**src/hdl/mtee_pkg.sv**
```systemverilog
// package: shared types and constants for the midi track event encoder
`default_nettype none
package mtee_pkg;

  // status and kind codes
  localparam logic [7:0] NoStatus    = 8'hFF;
  localparam logic [7:0] StatusBit   = 8'h80;
  localparam logic [3:0] KindNoteOff = 4'h8;
  localparam logic [3:0] KindNoteOn  = 4'h9;
  localparam logic [3:0] KindPoly    = 4'hA;
  localparam logic [3:0] KindCtrl    = 4'hB;
  localparam logic [3:0] KindBend    = 4'hE;
  localparam logic [3:0] KindSystem  = 4'hF;
  localparam logic [4:0] KeepChannel = 5'd16;
  localparam logic [7:0] VlqMore     = 8'h80;

  // queue depth between front and back
  localparam int QueueDepthDefault = 2;

  // one classified event, ready for byte emission
  typedef struct packed {
    logic [27:0] delta;     // raw delta ticks
    logic [1:0]  vlq_len;   // number of delta bytes minus one
    logic        send_st;   // status byte is emitted
    logic [7:0]  st;        // status byte, after override and note-off rewrite except for system kinds
    logic [7:0]  d1;
    logic        send_d2;   // second data byte is emitted
    logic [7:0]  d2;
  } event_desc_t;

endpackage
`default_nettype wire

```
**src/hdl/midi_track_event_encoder_top.sv**
```systemverilog
// Encodes MIDI channel events into Standard MIDI File track bytes.
// Input channel: one event word per handshake (in_valid / in_ready) with delta
// ticks, status, two data bytes, a channel override and a new-track flag.
// Output channel: one byte word per handshake (out_valid / out_ready), with
// out_last_byte set on the final byte of each event.
// Each event yields 2 to 7 bytes: 1 to 4 delta bytes, the status byte unless
// running status drops it, the first data byte and, for two-byte kinds, the
// second one. The back end emits one byte per cycle while out_ready is high, so
// an event's byte count sets the sustained rate. When the queue is empty, an
// accepted event is written into the queue and its first byte then passes
// through the output register before it is presented with out_valid. The front
// end accepts a new event every cycle while the event queue has room,
// independent of the back end. When the receiver stalls, the output byte holds
// and the queue fills; once full, in_ready drops. Reset empties the queue,
// clears out_valid and sets running status to none.
`default_nettype none
module midi_track_event_encoder_top
  import mtee_pkg::*;
#(
  parameter int QueueDepth = QueueDepthDefault
) (
  input  wire logic        clk,
  input  wire logic        rst_n,
  input  wire logic        in_valid,
  output logic             in_ready,
  input  wire logic [27:0] in_delta_ticks,
  input  wire logic [7:0]  in_status_byte,
  input  wire logic [7:0]  in_first_data,
  input  wire logic [7:0]  in_second_data,
  input  wire logic [4:0]  in_channel_override,
  input  wire logic        in_new_track,
  output logic             out_valid,
  input  wire logic        out_ready,
  output logic [7:0]       out_byte,
  output logic             out_last_byte
);

  logic        q_full, q_empty, q_push, q_pop;
  event_desc_t push_desc, head_desc;

  // front end
  mtee_front u_front (
    .clk                 (clk),
    .rst_n               (rst_n),
    .in_valid            (in_valid),
    .in_ready            (in_ready),
    .in_delta_ticks      (in_delta_ticks),
    .in_status_byte      (in_status_byte),
    .in_first_data       (in_first_data),
    .in_second_data      (in_second_data),
    .in_channel_override (in_channel_override),
    .in_new_track        (in_new_track),
    .q_full              (q_full),
    .q_push              (q_push),
    .q_desc              (push_desc)
  );

  // event queue
  mtee_queue #(
    .Depth (QueueDepth)
  ) u_queue (
    .clk       (clk),
    .rst_n     (rst_n),
    .push      (q_push),
    .push_desc (push_desc),
    .full      (q_full),
    .pop       (q_pop),
    .empty     (q_empty),
    .head_desc (head_desc)
  );

  // back end
  mtee_back u_back (
    .clk           (clk),
    .rst_n         (rst_n),
    .q_empty       (q_empty),
    .q_desc        (head_desc),
    .q_pop         (q_pop),
    .out_valid     (out_valid),
    .out_ready     (out_ready),
    .out_byte      (out_byte),
    .out_last_byte (out_last_byte)
  );

endmodule
`default_nettype wire

```
**src/hdl/mtee_front.sv**
```systemverilog
// front end: accepts events, applies running status and classifies them
`default_nettype none
module mtee_front
  import mtee_pkg::*;
(
  input  wire logic        clk,
  input  wire logic        rst_n,
  input  wire logic        in_valid,
  output logic             in_ready,
  input  wire logic [27:0] in_delta_ticks,
  input  wire logic [7:0]  in_status_byte,
  input  wire logic [7:0]  in_first_data,
  input  wire logic [7:0]  in_second_data,
  input  wire logic [4:0]  in_channel_override,
  input  wire logic        in_new_track,
  input  wire logic        q_full,
  output logic             q_push,
  output event_desc_t      q_desc
);

  logic [7:0] run_st_r, run_st_nxt;
  logic [7:0] rs_cur;
  logic [7:0] st_raw, st_ovr, st_fin;
  logic [7:0] d2_fin;
  logic       is_system;
  logic [3:0] kind_fin;
  logic [1:0] vlq_len;

  assign in_ready = !q_full;
  assign q_push   = in_valid && in_ready;

  // status rewrite and running status decision
  always_comb begin
    st_raw    = in_status_byte | StatusBit;
    is_system = (st_raw[7:4] == KindSystem);
    rs_cur    = in_new_track ? NoStatus : run_st_r;
    st_ovr    = (in_channel_override < KeepChannel) ?
                {st_raw[7:4], in_channel_override[3:0]} : st_raw;
    st_fin    = st_ovr;
    d2_fin    = in_second_data;
    if (st_ovr[7:4] == KindNoteOff) begin
      st_fin = {KindNoteOn, st_ovr[3:0]};
      d2_fin = 8'h00;
    end
    kind_fin = st_fin[7:4];
    q_desc.delta   = in_delta_ticks;
    q_desc.vlq_len = vlq_len;
    q_desc.d1      = in_first_data;
    q_desc.d2      = d2_fin;
    if (is_system) begin
      q_desc.st      = st_raw;
      q_desc.send_st = 1'b1;
      q_desc.send_d2 = 1'b0;
      run_st_nxt     = NoStatus;
    end else begin
      q_desc.st      = st_fin;
      q_desc.send_st = (st_fin != rs_cur);
      q_desc.send_d2 = (kind_fin == KindNoteOn) || (kind_fin == KindPoly) ||
                       (kind_fin == KindCtrl) || (kind_fin == KindBend);
      run_st_nxt     = st_fin;
    end
  end

  // delta length in 7-bit groups
  always_comb begin
    if (in_delta_ticks[27:21] != 7'd0) begin
      vlq_len = 2'd3;
    end else if (in_delta_ticks[20:14] != 7'd0) begin
      vlq_len = 2'd2;
    end else if (in_delta_ticks[13:7] != 7'd0) begin
      vlq_len = 2'd1;
    end else begin
      vlq_len = 2'd0;
    end
  end

  // running status register
  always_ff @(posedge clk) begin
    if (!rst_n) begin
      run_st_r <= NoStatus;
    end else if (q_push) begin
      run_st_r <= run_st_nxt;
    end
  end

endmodule
`default_nettype wire

```
**src/hdl/mtee_queue.sv**
```systemverilog
// small fifo of classified events between front and back
`default_nettype none
module mtee_queue
  import mtee_pkg::*;
#(
  parameter int Depth = QueueDepthDefault
) (
  input  wire logic        clk,
  input  wire logic        rst_n,
  input  wire logic        push,
  input  event_desc_t      push_desc,
  output logic             full,
  input  wire logic        pop,
  output logic             empty,
  output event_desc_t      head_desc
);

  localparam int PtrW = (Depth > 1) ? $clog2(Depth) : 1;
  localparam int CntW = $clog2(Depth + 1);
  localparam logic [PtrW-1:0] LastPtr = PtrW'(Depth - 1);
  localparam logic [CntW-1:0] FullCnt = CntW'(Depth);

  event_desc_t     mem [Depth];
  logic [PtrW-1:0] wr_ptr_r, wr_ptr_nxt;
  logic [PtrW-1:0] rd_ptr_r, rd_ptr_nxt;
  logic [CntW-1:0] count_r, count_nxt;

  assign full      = (count_r == FullCnt);
  assign empty     = (count_r == '0);
  assign head_desc = mem[rd_ptr_r];

  // pointer and count update
  always_comb begin
    wr_ptr_nxt = wr_ptr_r;
    rd_ptr_nxt = rd_ptr_r;
    count_nxt  = count_r;
    if (push) begin
      wr_ptr_nxt = (wr_ptr_r == LastPtr) ? '0 : wr_ptr_r + 1'b1;
    end
    if (pop) begin
      rd_ptr_nxt = (rd_ptr_r == LastPtr) ? '0 : rd_ptr_r + 1'b1;
    end
    if (push && !pop) begin
      count_nxt = count_r + 1'b1;
    end else if (pop && !push) begin
      count_nxt = count_r - 1'b1;
    end
  end

  always_ff @(posedge clk) begin
    if (!rst_n) begin
      wr_ptr_r <= '0;
      rd_ptr_r <= '0;
      count_r  <= '0;
    end else begin
      wr_ptr_r <= wr_ptr_nxt;
      rd_ptr_r <= rd_ptr_nxt;
      count_r  <= count_nxt;
    end
  end

  // storage
  always_ff @(posedge clk) begin
    if (push) begin
      mem[wr_ptr_r] <= push_desc;
    end
  end

  // checks
  a_no_push_full: assert property (@(posedge clk) disable iff (!rst_n)
    full |-> !push) else $error("queue written while full");
  a_no_pop_empty: assert property (@(posedge clk) disable iff (!rst_n)
    empty |-> !pop) else $error("queue read while empty");
  a_count_track: assert property (@(posedge clk) disable iff (!rst_n)
    (push && !pop) |=> (count_r == $past(count_r) + 1'b1))
    else $error("queue count lost a word");

endmodule
`default_nettype wire

```
**src/hdl/mtee_back.sv**
```systemverilog
// back end: walks one event and emits its bytes through an output register
`default_nettype none
module mtee_back
  import mtee_pkg::*;
(
  input  wire logic        clk,
  input  wire logic        rst_n,
  input  wire logic        q_empty,
  input  event_desc_t      q_desc,
  output logic             q_pop,
  output logic             out_valid,
  input  wire logic        out_ready,
  output logic [7:0]       out_byte,
  output logic             out_last_byte
);

  logic [2:0] step_r, step_nxt;
  logic       out_valid_r, out_valid_nxt;
  logic [7:0] byte_r;
  logic       last_r;
  logic       load;
  logic [2:0] vlen, total, rel;
  logic [1:0] grp_idx;
  logic [6:0] grp;
  logic [7:0] cur_byte;
  logic       cur_last;

  assign load = (!out_valid_r || out_ready) && !q_empty;

  // byte selection for the current step
  always_comb begin
    vlen     = {1'b0, q_desc.vlq_len} + 3'd1;
    total    = vlen + {2'b0, q_desc.send_st} + 3'd1 + {2'b0, q_desc.send_d2};
    grp_idx  = q_desc.vlq_len - step_r[1:0];
    rel      = step_r - vlen;
    case (grp_idx)
      2'd0:    grp = q_desc.delta[6:0];
      2'd1:    grp = q_desc.delta[13:7];
      2'd2:    grp = q_desc.delta[20:14];
      2'd3:    grp = q_desc.delta[27:21];
      default: grp = q_desc.delta[6:0];
    endcase
    if (step_r < vlen) begin
      cur_byte = {1'b0, grp} | ((grp_idx != 2'd0) ? VlqMore : 8'h00);
    end else if (q_desc.send_st) begin
      cur_byte = (rel == 3'd0) ? q_desc.st : ((rel == 3'd1) ? q_desc.d1 : q_desc.d2);
    end else begin
      cur_byte = (rel == 3'd0) ? q_desc.d1 : q_desc.d2;
    end
    cur_last = (step_r == total - 3'd1);
  end

  // step counter and output handshake
  always_comb begin
    step_nxt      = step_r;
    out_valid_nxt = out_valid_r;
    q_pop         = 1'b0;
    if (out_valid_r && out_ready) begin
      out_valid_nxt = 1'b0;
    end
    if (load) begin
      out_valid_nxt = 1'b1;
      if (cur_last) begin
        step_nxt = 3'd0;
        q_pop    = 1'b1;
      end else begin
        step_nxt = step_r + 3'd1;
      end
    end
  end

  always_ff @(posedge clk) begin
    if (!rst_n) begin
      step_r      <= 3'd0;
      out_valid_r <= 1'b0;
    end else begin
      step_r      <= step_nxt;
      out_valid_r <= out_valid_nxt;
    end
  end

  // output payload register
  always_ff @(posedge clk) begin
    if (load) begin
      byte_r <= cur_byte;
      last_r <= cur_last;
    end
  end

  assign out_valid     = out_valid_r;
  assign out_byte      = byte_r;
  assign out_last_byte = last_r;

  // checks
  a_step_in_range: assert property (@(posedge clk) disable iff (!rst_n)
    !q_empty |-> (step_r < total)) else $error("byte step ran past the event");
  a_pop_restarts: assert property (@(posedge clk) disable iff (!rst_n)
    q_pop |=> (step_r == 3'd0)) else $error("step not cleared after last byte");

endmodule
`default_nettype wire

```
**config.mk**
```make
export PLATFORM = sky130hd
export DESIGN_NAME = midi_track_event_encoder_top
export DESIGN_NICKNAME = d
export VERILOG_FILES = /design/src/hdl/mtee_pkg.sv /design/src/hdl/midi_track_event_encoder_top.sv /design/src/hdl/mtee_front.sv /design/src/hdl/mtee_queue.sv /design/src/hdl/mtee_back.sv
export SDC_FILE = /design/constraint.sdc
export NUM_CORES = 1
export LEC_CHECK = 0
export BUFFER_PORTS_ARGS = -buffer_cell sky130_fd_sc_hd__buf_2
export CELL_PAD_IN_SITES_DETAIL_PLACEMENT = 1
export CELL_PAD_IN_SITES_GLOBAL_PLACEMENT = 2
export CORE_ASPECT_RATIO = 0.7
export CORE_UTILIZATION = 44
export CTS_BUF_LIST = sky130_fd_sc_hd__clkbuf_16
export CTS_CLUSTER_SIZE = 14
export DETAILED_ROUTE_END_ITERATION = 10
export PLACE_DENSITY_LB_ADDON = 0.1
export RECOVER_POWER = 50
export SETUP_SLACK_MARGIN = 0.4
export SYNTH_ARGS = -nofsm -noshare
export SYNTH_HDL_FRONTEND = slang
export SYNTH_SLANG_ARGS = --single-unit
```
**constraint.sdc**
```tcl
create_clock -name clk -period 9.65 [get_ports clk]
set_clock_uncertainty 0.2 [all_clocks]
set_input_delay 1.93 -clock clk [delete_from_list [all_inputs] [get_ports clk]]
set_output_delay 1.93 -clock clk [all_outputs]
set_load 0.01 [all_outputs]
```
* After elaboration in Yosys (flattened, before gate mapping)
Memory sizes are Yosys's and may differ from the RTL's. A register that Yosys moved wholly into a read port is not among the register bits.
Index checks and enable logic that the tools add are counted.
** Word-level totals
- Register bits after elaboration :: 25
- Memory bits (writable) :: 112
- Input bits :: 62
- Output and inout bits :: 11
- Word-level logic and storage cells :: 90
- Memories kept :: 1
** Cells by class
- Add/subtract/negate cells :: 12
- $lt $le $gt $ge :: 2
- Equality and inequality tests :: 13
- Muxes and demuxes :: 30
- Bitwise logic cells :: 1
- Reductions and logical operators :: 23
** Memories
- u_queue.mem :: words 2, bits a word 56, read ports 1, clocked after memory_dff 1, wr ports 1, RTL line mtee_queue.sv:23 : event_desc_t mem [Depth];
** Operator list (count)
- $mux W8 :: 9
- $pmux W7 S4 :: 1
- $reduce_bool A7 Y1 :: 3
- $eq A4 B4 Y1 const B :: 5
- $mux W1 :: 12
- $mux W9 :: 1
- $mux W2 :: 4
- $ne A8 B8 Y1 :: 1
- $or A7 B8 Y8 :: 1
- $mux W7 :: 1
- $add A3 B1 Y3 :: 2
- $add A3 B1 Y3 const B :: 2
- $eq A2 B2 Y1 const B :: 3
- $reduce_bool A2 Y1 :: 3
- $logic_and A1 B1 Y1 :: 5
- $logic_not A1 Y1 :: 5
- $lt A5 B5 Y1 const B :: 1
- $logic_not A2 Y1 :: 2
- $logic_or A1 B1 Y1 :: 4
- $mux W4 :: 1
- $add A2 B1 Y3 const B :: 1
- $eq A3 B1 Y1 const B :: 1
- $eq A3 B3 Y1 :: 1
- $eq A3 B3 Y1 const B :: 1
- 10 further kinds :: 11

* Longest topological paths before layout
Gate-level depths: netlist (run 1).
- Depth in word-level cells :: 11
- Depth in mapped cells :: 14
- Mapped depth without buffers :: 11

* Hierarchy
Synthesis (run 1) repeated with hierarchy kept, for this count alone.
** Unflattened totals
- Cell total of the unflattened synthesis :: 430
- Area, all modules :: 6475.0 µm²
** By module, submodules not included
- mtee_queue :: times used 1, cells an instance 196, area an instance 4270.3 µm², seq. area each 3463.3 µm²
- mtee_back :: times used 1, cells an instance 105, area an instance 1238.7 µm², seq. area each 350.3 µm²
- mtee_front :: times used 1, cells an instance 129, area an instance 965.9 µm², seq. area each 140.1 µm²

* Worst setup path before layout (run 1)
No wires, ideal clock.
- Kind :: in2reg
- From :: input in_valid
- To :: memory u_queue.mem[0][0] (netlist bit), enable pin
- Setup time :: 0.469 ns
- Data arrival time :: 4.333 ns
- Data required time :: 8.981 ns
- Setup slack :: 4.648 ns
- Cell stages on the path :: 2
- Buffers on the path :: 0
- Cells stage by stage :: nand2_1 > nor2_1
** On the way
- Cells in the longest elaborated chain, start to end :: 3
** RTL lines
- start: declaration :: RTL line midi_track_event_encoder_top.sv:24 : input wire logic in_valid,
- $logic_and A1 B1 Y1 :: RTL line mtee_front.sv:30 : assign q_push = in_valid && in_ready;
- $mux W1 :: RTL line mtee_queue.sv:64 : if (push) begin
- $mux W1 (implied by the code) :: RTL line mtee_queue.sv:65 : mem[wr_ptr_r] <= push_desc;
- end: declaration :: RTL line mtee_queue.sv:23
Every way passes these cells.

* Final worst setup path (run 1)
- From :: input in_valid
- To :: memory u_queue.mem[1][10] (netlist bit), enable pin
Same word-level chain as after synthesis.

==> flow_summary.toml, run 1 <==
[drt]
vias = 3723
post_drt_wl_per_cell_microns = 20.0
drtIter0Drc = 244
first_pass_iters = 5
drc = 0
wl_microns = 13400
ant_nets = 0
post_drt_via_cell_ratio = 5.57

[yosys]
yosysSeqAreaShare_pct = 66.2
synth-edff-count = 119
yosysMostFrequentCell = "edfxtp_1"
synth_flop_cell = "edfxtp_1"
netlist_top_cells_area = "edfxtp_1 61%, dfxtp_1 5.4%, mux2_2 3.3%, mux2i_1 3.1%, mux4_2 3.1%"
synth_top_area_cell = "edfxtp_1"
synth_async_sr_flop_share_pct = 0
syn-num-nets = 488
ys_ff_latch = 135
yosysWarnings = 0
synth_top_area_share_pct = 60.8
synthCells = 416
synth_commonest_cells = "119 x edfxtp_1, 31 x nand2_1, 21 x nor2_1"
avgSynthCellArea_sq_um = 14.1
syn_area_sq_um = 5880
yosysUniqueCellTypes = 44

[power]
power.density_nw_per_um2 = 232
vdd_drop_max_mv = 0.139
power_mw = 1.61
leakagePower_nw = 2.43

[floorplan]
coreArea_sq_um = 12700
start_util_pct = 46.2
rows = 34
die_height_microns = 98.7
dieArea_sq_um = 13800
pin_count = 73
die-width_microns = 140

[global_routing]
grt_max_degree = 57
grtUsageTotal_pct = 20.9
grt_overflow = 0
antenna_found_initial = 0
grt_pass1_wl_microns = 21200
grt_pass1_vias = 3874

[setup_path]
crit_type = "in2reg"
path_max_fanout = 55
rr_worst_depth = 11
crit_required_ns = 9.40
cp-start-kind = "input pin"
ff2ff_setup_slack_ns = 5.43
crit_path_end_kind = "flop"
r2r-end = "u_queue.count_r[1]$_SDFFE_PN0P_"
cp.arrival_ns = 4.49

[final_layout]
fin_util_pct = 54.7
post-route-cell-area_sq_um = 6950
fillCellCount = 1310
drive_above_1_share_pct = 21.1
synthToLayoutAreaGrowth_pct = 18.2
nets = 566
final_cells = 669
n_antenna_cell = 0

[status]
failed_checks = "capacitance limit, slew limit"
status = "finished, violations left"

[sta]
min_period_over_period_pct = 49.1
hold_slack_ns = 0.290
hold_violations = 0
worst_pin_slew_ns = 3.26
worst_slack_ns = 4.91
fin_crit_ns = 4.74
maxSlewViolCount = 56
max_clock_freq_mhz = 211
rsz0062_at_grt = "no"
setup_viol = 0
relSlewSlack_pct = -117
setup_tns_ns = 0

[placed_design]
dp.cells = 637
port_buffers = 71
place.gp.congestion = 0.726
dp_hpwl_microns = 8850
place_ws_ns = 5.45
placed_cell_area_sq_um = 6420

[min_path]
hold_path_depth = 2
hold_class = "reg2reg"
hold_path_end = "u_front.run_st_r[4]$_SDFFE_PN1P_"
hp-start = "u_front.run_st_r[4]$_SDFFE_PN1P_"

[clock_tree]
cts_setup_buffers = 0
clockBufferDepth = 2
postCtsHoldBufs = 0
cts_buffers = 17
clock_sinks = 135
clock_latency_ns = 0.42
cts_tree = "yes"
clk_pin_slew_ns = 0.06
h-tree-depth = 4
cts_root_buffer = "clkbuf_16"
ctsResizeCount = 0

[job]
max_cap_violations = 1
[worst max-delay path, cell delays in order]
cell and delay, ns:
buf_2 0.08, and3_2 0.16, clkbuf_1 2.29
[kinds of logic (layout without fill, tap and decap cells)]
group,Yosys count,count (layout),synth area share [%]
AO/OA/AOI/OAI,73,73,8.00
adder cells (fa/ha/maj),10,10,2.51
multiplexers,46,46,10.0
flip-flops,135,135,66.2
XOR/XNOR,15,15,2.36
AND/OR/NAND/NOR,107,107,8.85
buffers and inverters,30,121,2.08
[layout make-up]
type                       count  area (sq um)  area share, %
clock buffer                  17           425           6.12
clock inverter                15           156           2.25
inverter                      11          41.3          0.594
multi-input combinational    251          1870           27.0
sequential                   135          3890           56.0
tap                          162           203           2.92
timing repair buffer          78           358           5.15
[worst max-delay path by stage]
| stage | from | to | cells after the start |
|---|---|---|---|
| after floorplan | in_valid | u_queue.mem[0][0]$_DFFE_PP_ | 2 |
| after global placement | flop | u_queue.count_r[1]$_SDFFE_PN0P_ | 11 |
| after detailed placement | flop | u_queue.count_r[1]$_SDFFE_PN0P_ | 11 |
| after CTS | flop | u_queue.count_r[1]$_SDFFE_PN0P_ | 11 |
| after global routing | in_valid | u_queue.mem[1][13]$_DFFE_PP_ | 3 |
| final | in_valid | u_queue.mem[1][10]$_DFFE_PP_ | 3 |
[per-layer routing]
layer,vias to the layer above,track usage (%),wire (microns)
met5,-,0,0
met4,0,9.04,134
met3,14,4.37,618
met2,78,32.3,6240
met1,1888,28.8,6370
li1,1743,-,-
[placed cells by master (no fill, tap or decap), types with 3 or more instances in the layout]
master        n
buf_2        40
o21ai_0      17
nand2b_1      4
nor3_1        8
xor2_1        4
xnor2_1      10
mux2i_1      18
o21a_1        5
mux2_2       17
nor2b_1      12
dfxtp_1      15
fa_1          3
inv_1        12
nand2_1      31
nor2_1       20
mux4_2        8
nor4_1        3
and2_1        4
or3_1         5
clkinvlp_4    7
buf_4         4
nand3_1      12
ha_1          7
clkbuf_16    17
a211oi_1      4
a21oi_1      20
edfxtp_1    119
o32ai_1       3
a211o_1       3
o211ai_1      5
a31oi_1       6
clkbuf_1     34
[power by group]
part	switching, mW	leakage (nW)	internal [mW]	total [mW]
combinational	0.152	0.928	0.0975	0.249
clock	0.248	0.265	0.380	0.628
sequential	0.0245	1.23	0.711	0.736
[registers in the layout (all words and copies together) (netlist names), named ones only]
signal	cells
u_queue.mem	110
u_back.out_byte	8
u_front.run_st_r	7
u_back.step_r	3
u_queue.count_r	2
u_back.out_last_byte	1
u_back.out_valid	1
u_queue.rd_ptr_r	1
u_queue.wr_ptr_r	1
Note: power is estimated with default switching activity, not from simulation.
==> run 2: changes to the inputs <==
--- a/config.mk
+++ b/config.mk
@@ -5,11 +5,12 @@
 export SDC_FILE = /design/constraint.sdc
 export NUM_CORES = 1
 export LEC_CHECK = 0
+export ABC_AREA = 1
 export BUFFER_PORTS_ARGS = -buffer_cell sky130_fd_sc_hd__buf_2
 export CELL_PAD_IN_SITES_DETAIL_PLACEMENT = 1
 export CELL_PAD_IN_SITES_GLOBAL_PLACEMENT = 2
 export CORE_ASPECT_RATIO = 0.7
-export CORE_UTILIZATION = 44
+export CORE_UTILIZATION = 33
 export CTS_BUF_LIST = sky130_fd_sc_hd__clkbuf_16
 export CTS_CLUSTER_SIZE = 14
 export DETAILED_ROUTE_END_ITERATION = 10
==> constraint.sdc (replaced) <==
create_clock -name clk -period 3.9 [get_ports clk]
set_clock_uncertainty 0.2 [all_clocks]
set_input_delay 0.78 -clock clk [delete_from_list [all_inputs] [get_ports clk]]
set_output_delay 0.78 -clock clk [all_outputs]
set_load 0.01 [all_outputs]
==> flow_summary.toml, run 2 <==
[status]
status = "finished, violations left"
failed_checks = "DRC"

[final_layout]
fillCellCount = 2060
nets = 776
final_cells = 953
top_register = "u_queue.mem"
final_common_cell = "nand2_1"
fin_util_pct = 40.8
drive_above_1_share_pct = 14.1
final_cell_mix = "201 x nand2_1, 119 x edfxtp_1, 60 x nor2_1, 53 x inv_1, 53 x nand3_1"
largest_reg_flops = 110
synthToLayoutAreaGrowth_pct = 20.1
n_antenna_cell = 0

[drt]
ant_nets = 0
route.met2.wl_microns = 6860
post_drt_wl_per_cell_microns = 16.5
vias = 4479
drtIter0Drc = 251
post_drt_via_cell_ratio = 4.70
routed-wl-met3_microns = 551
first_pass_iters = 7
drc = 4
wl_met1_microns = 8120
wl_microns = 15700
maxUsedRoutingLayer = "met4"

[yosys]
synth_async_sr_flop_share_pct = 0
yosysWarnings = 0
yosysMostFrequentCell = "nand2_1"
synth_top_area_cell = "edfxtp_1"
synth_commonest_cells = "201 x nand2_1, 119 x edfxtp_1, 63 x nor2_1"
synth_flop_cell = "edfxtp_1"
synthCells = 620
avgSynthCellArea_sq_um = 9.95
synth_top_area_share_pct = 57.9
syn-num-nets = 692
syn_area_sq_um = 6170
yosysUniqueCellTypes = 31
yosysSeqAreaShare_pct = 63.1
synth-edff-count = 119
netlist_top_cells_area = "edfxtp_1 58%, nand2_1 12%, dfxtp_1 5.2%, nand3_1 4.3%, nor2_1 3.8%"
ys_ff_latch = 135

[floorplan]
die-width_microns = 165
die_height_microns = 116
rows = 41
pin_count = 73
coreArea_sq_um = 18200
dieArea_sq_um = 19200
start_util_pct = 34.0

[clock_tree]
clock_latency_ns = 0.42
cts_root_buffer = "clkbuf_16"
h-tree-depth = 4
clk_pin_slew_ns = 0.06
cts_buffers = 17
cts_tree = "yes"
clockBufferDepth = 2
clock_sinks = 135

[sta]
rsz0062_at_grt = "no"
fin_crit_ns = 3.32
hold_violations = 0
max_clock_freq_mhz = 301
setup_tns_ns = 0
hold_slack_ns = 0.274
maxSlewViolCount = 0
worst_pin_slew_ns = 0.898
min_period_over_period_pct = 85.3
setup_viol = 0
relSlewSlack_pct = 40.2

[global_routing]
grtUsageTotal_pct = 17.5
grt_overflow = 0
grt_pass1_wl_microns = 24800
grt_max_degree = 57
grt_pass1_vias = 4592
antenna_found_initial = 0

[setup_path]
crit_path_end_kind = "flop"
cp-start-kind = "flop"
crit_required_ns = 4.00
path_max_fanout = 15
r2r-end = "u_queue.count_r[1]$_SDFFE_PN0P_"
cp.arrival_ns = 3.43
crit_type = "reg2reg"
ff2ff_setup_slack_ns = 0.58
rr_worst_depth = 15

[placed_design]
dp.cells = 919
place.gp.congestion = 0.782
dp_hpwl_microns = 10800
port_buffers = 71

[min_path]
hold_class = "reg2reg"
hold_path_end = "u_front.run_st_r[4]$_SDFFE_PN1P_"
hold_path_depth = 2
hp-start = "u_front.run_st_r[4]$_SDFFE_PN1P_"

[power]
power.density_nw_per_um2 = 528
leakagePower_nw = 3.05
vdd_drop_max_mv = 0.239

[job]
max_cap_violations = 0
-- run 2: cell types whose count changed in the layout (fill, tap and decap cells not counted), sizes merged, moves of 12 or more --
cell / change
mux2: -19
nor2: +44
nand2: +174
inv: +49
nor2b: -12
nand3: +42
-- run 2: worst max-delay path by stage --
stage / slack (ns) / from / to / cells past startpoint
CTS: 0.41 / flop / u_queue.count_r[1]$_SDFFE_PN0P_ / 15
floorplan: 0.43 / flop / u_queue.count_r[1]$_SDFFE_PN0P_ / 16
global placement: 0.38 / flop / u_queue.count_r[1]$_SDFFE_PN0P_ / 14
finish: 0.58 / flop / u_queue.count_r[1]$_SDFFE_PN0P_ / 15
detailed placement: 0.29 / flop / u_queue.count_r[1]$_SDFFE_PN0P_ / 14
global route: 0.40 / flop / u_queue.count_r[1]$_SDFFE_PN0P_ / 15
-- run 2: power breakdown --
| part | internal [mW] | switching, mW |
|---|---|---|
| clock | 0.960 | 0.672 |
| combinational | 0.154 | 0.354 |
| sequential | 1.73 | 0.0447 |
-- run 2: metal layers --
| layer | track usage (%) | up-vias |
|---|---|---|
| met5 | 0 | - |
| met2 | 26.3 | 70 |
| met1 | 25.3 | 2153 |
| met4 | 5.52 | 0 |
| li1 | - | 2242 |
| met3 | 3.52 | 14 |
-- run 2: cell families after synthesis --
family,Yosys count,synth area share (%)
AOI/OAI and AO/OA,48,4.38
xor gates and xnor gates,5,0.710
adders and majority gates,10,2.39
buffers and inverters,75,5.32
DFF,135,63.1
muxes,8,1.30
and+or+nand+nor,339,22.8
-- run 2: cell type report --
class | instances | area (sq um) | area share, %
Multi-Input combinational cell | 410 | 1990 | 26.9
Clock inverter | 15 | 168 | 2.26
Timing Repair Buffer | 84 | 415 | 5.61
Tap cell | 236 | 295 | 3.99
Sequential cell | 135 | 3900 | 52.6
Clock buffer | 17 | 425 | 5.74
Inverter | 56 | 218 | 2.94
-- run 2: through the flow --
step / total power [mW] / cell area (sq um) / worst slack [ns]
detailed placement: 2.32 / 6810 / 0.293
global route: 4.07 / 7410 / 0.395
finish: 3.91 / 7410 / 0.575
global placement: 2.30 / 6810 / 0.378
floorplan: 2.10 / 6180 / 0.429
CTS: 3.95 / 7420 / 0.411
-- run 2: repair_timing --
action                     CTS  global route
resized for setup            6             7
hold buffers                 0             0
setup endpoints to repair    1             4
pin swaps                    1             2
cloned                       0             0
setup buffers                1             1
-- run 2: critical path: stages, from the launching register on --
cell and delay, ns:
dfxtp_4 0.39, inv_6 0.08, or2_2 0.31, o21ai_4 0.09
inv_1 0.10, fa_2 0.35, fa_1 0.50, xor2_1 0.15
nand3_1 0.13, nor2_2 0.12, inv_1 0.07, ha_1 0.30
a21oi_1 0.13, o21ai_1 0.11, o21ai_1 0.13, a21oi_1 0.05
==> run 3: changes to the inputs <==
==> constraint.sdc (replaced) <==
create_clock -name clk -period 2.7 [get_ports clk]
set_clock_uncertainty 0.2 [all_clocks]
set_input_delay 0.54 -clock clk [delete_from_list [all_inputs] [get_ports clk]]
set_output_delay 0.54 -clock clk [all_outputs]
set_load 0.01 [all_outputs]
==> flow_summary.toml, run 3 (synthesis results as in run 2) <==
[status]
status = "finished, violations left"
failed_checks = "DRC, setup timing"

[setup_path]
critical-path-top-delay-family = "adder cells"
path_max_fanout = 5
cp.arrival_ns = 3.10
path_cells = "inv_4 > or2_4 > o21ai_4 > inv_2 > fa_2 > fa_1 > xor2_1 > nand3_1 > nor2_2 > inv_2 > ha_4 > buf_4 > buf_6 > o21ai_2 > a21oi_1"
critPathSlowestCell = "fa_1"
cp-start-kind = "flop"
crit_type = "reg2reg"
cp_common_cell = "inv_2"
crit_buf_inv = 5
crit_path_end_kind = "flop"
slowest_delay_ns = 0.50
crit_required_ns = 2.80

[sta]
worst_pin_slew_ns = 0.880
hold_violations = 0
hold_slack_ns = 0.111
maxSlewViolCount = 0
min_period_over_period_pct = 111
setup_viol = 11
fin_crit_ns = 3.00
max_clock_freq_mhz = 333
relSlewSlack_pct = 41.4
rsz0062_at_grt = "yes"
worst_slack_ns = -0.301

[final_layout]
final_common_cell = "nand2_1"
largest_reg_flops = 110
fillCellCount = 2060
fin_util_pct = 44.0
n_antenna_cell = 0
final_cell_mix = "184 x nand2_1, 119 x edfxtp_1, 55 x nor2_1, 49 x inv_1, 42 x buf_2"
drive_above_1_share_pct = 25.6
final_cells = 993
synthToLayoutAreaGrowth_pct = 29.7
nets = 816
top_register = "u_queue.mem"
post-route-cell-area_sq_um = 8000

[global_routing]
grtUsageTotal_pct = 18.4
grt_overflow = 0
grt_pass1_vias = 4767
grt_max_degree = 57
antenna_found_initial = 0
grt_pass1_wl_microns = 25900

[drt]
first_pass_iters = 7
drc = 6
vias = 4640
ant_nets = 0
post_drt_via_cell_ratio = 4.67
wl_microns = 16600
drtIter0Drc = 246
post_drt_wl_per_cell_microns = 16.7

[clock_tree]
clk_pin_slew_ns = 0.06
h-tree-depth = 4
clockBufferDepth = 2
cts_buffers = 17
clock_latency_ns = 0.42
cts_tree = "yes"
clock_sinks = 135
cts_root_buffer = "clkbuf_16"
postCtsHoldBufs = 0

[placed_design]
port_buffers = 71
dp_hpwl_microns = 11400
dp.cells = 943
place.gp.congestion = 0.770
placed_cell_area_sq_um = 7070

[floorplan]
dieArea_sq_um = 19200
die-width_microns = 165
coreArea_sq_um = 18200
start_util_pct = 34.0
pin_count = 73
die_height_microns = 116
rows = 41

[job]
max_cap_violations = 0

[power]
power.density_nw_per_um2 = 705
vdd_drop_max_mv = 0.306
power_mw = 5.64
leakagePower_nw = 3.31

[min_path]
hold_class = "in2reg"
-- run 3: changes by cell type in the layout (fill, tap and decap cells not counted), sizes merged --
cell      change
inv           -4
clkinvlp      +5
clkbuf        -3
bufinv        -1
buf          +43
-- run 3: what timing repair did --
action                     in CTS  in global routing
resized for setup              36                 32
setup endpoints to repair      16                 16
setup buffers                  11                  6
pin swaps                      15                 22
gates cloned                    1                  0
-- run 3: cell type report --
cell class / instances / area (sq um) / share of cell area, %
Clock buffer: 17 / 425 / 5.32
Clock inverter: 15 / 130 / 1.63
Inverter: 56 / 219 / 2.74
Multi-Input combinational cell: 410 / 2210 / 27.6
Sequential cell: 135 / 3900 / 48.7
Tap cell: 236 / 295 / 3.69
Timing Repair Buffer: 124 / 825 / 10.3
-- run 3: layer usage --
metal | share of wire [%] | global-route usage (%) | wire length, microns
met1 | 51 | 26.4 | 8430
met2 | 44 | 28.1 | 7390
met3 | 4.0 | 4.05 | 659
met4 | 0.88 | 5.09 | 146
met5 | 0 | 0 | 0
-- run 3: report_power, final --
part / total [mW] / internal [mW] / switching [mW]
Combinational: 0.898 / 0.323 / 0.575
Clock: 2.19 / 1.27 / 0.927
Sequential: 2.55 / 2.49 / 0.0568
-- run 3: metrics by stage --
step | setup TNS (ns) | setup WS, ns
floorplan | -2.48 | -0.398
global placement | -1.42 | -0.246
detailed placement | -1.97 | -0.311
CTS | -2.04 | -0.251
global route | -3.92 | -0.396
finish | -2.66 | -0.301
-- run 3: worst paths after layout --
path	startpoint	endpoint	slack (ns)	cells past startpoint
setup / recovery	flop	u_queue.count_r[0]$_SDFFE_PN0P_	-0.30	15
hold / removal	in_first_data[3]	u_queue.mem[0][12]$_DFFE_PP_	0.11	1
setup reg to reg	flop	u_queue.count_r[0]$_SDFFE_PN0P_	-0.30	15
hold reg to reg	u_front.run_st_r[6]$_SDFFE_PN1P_	u_front.run_st_r[6]$_SDFFE_PN1P_	0.27	2
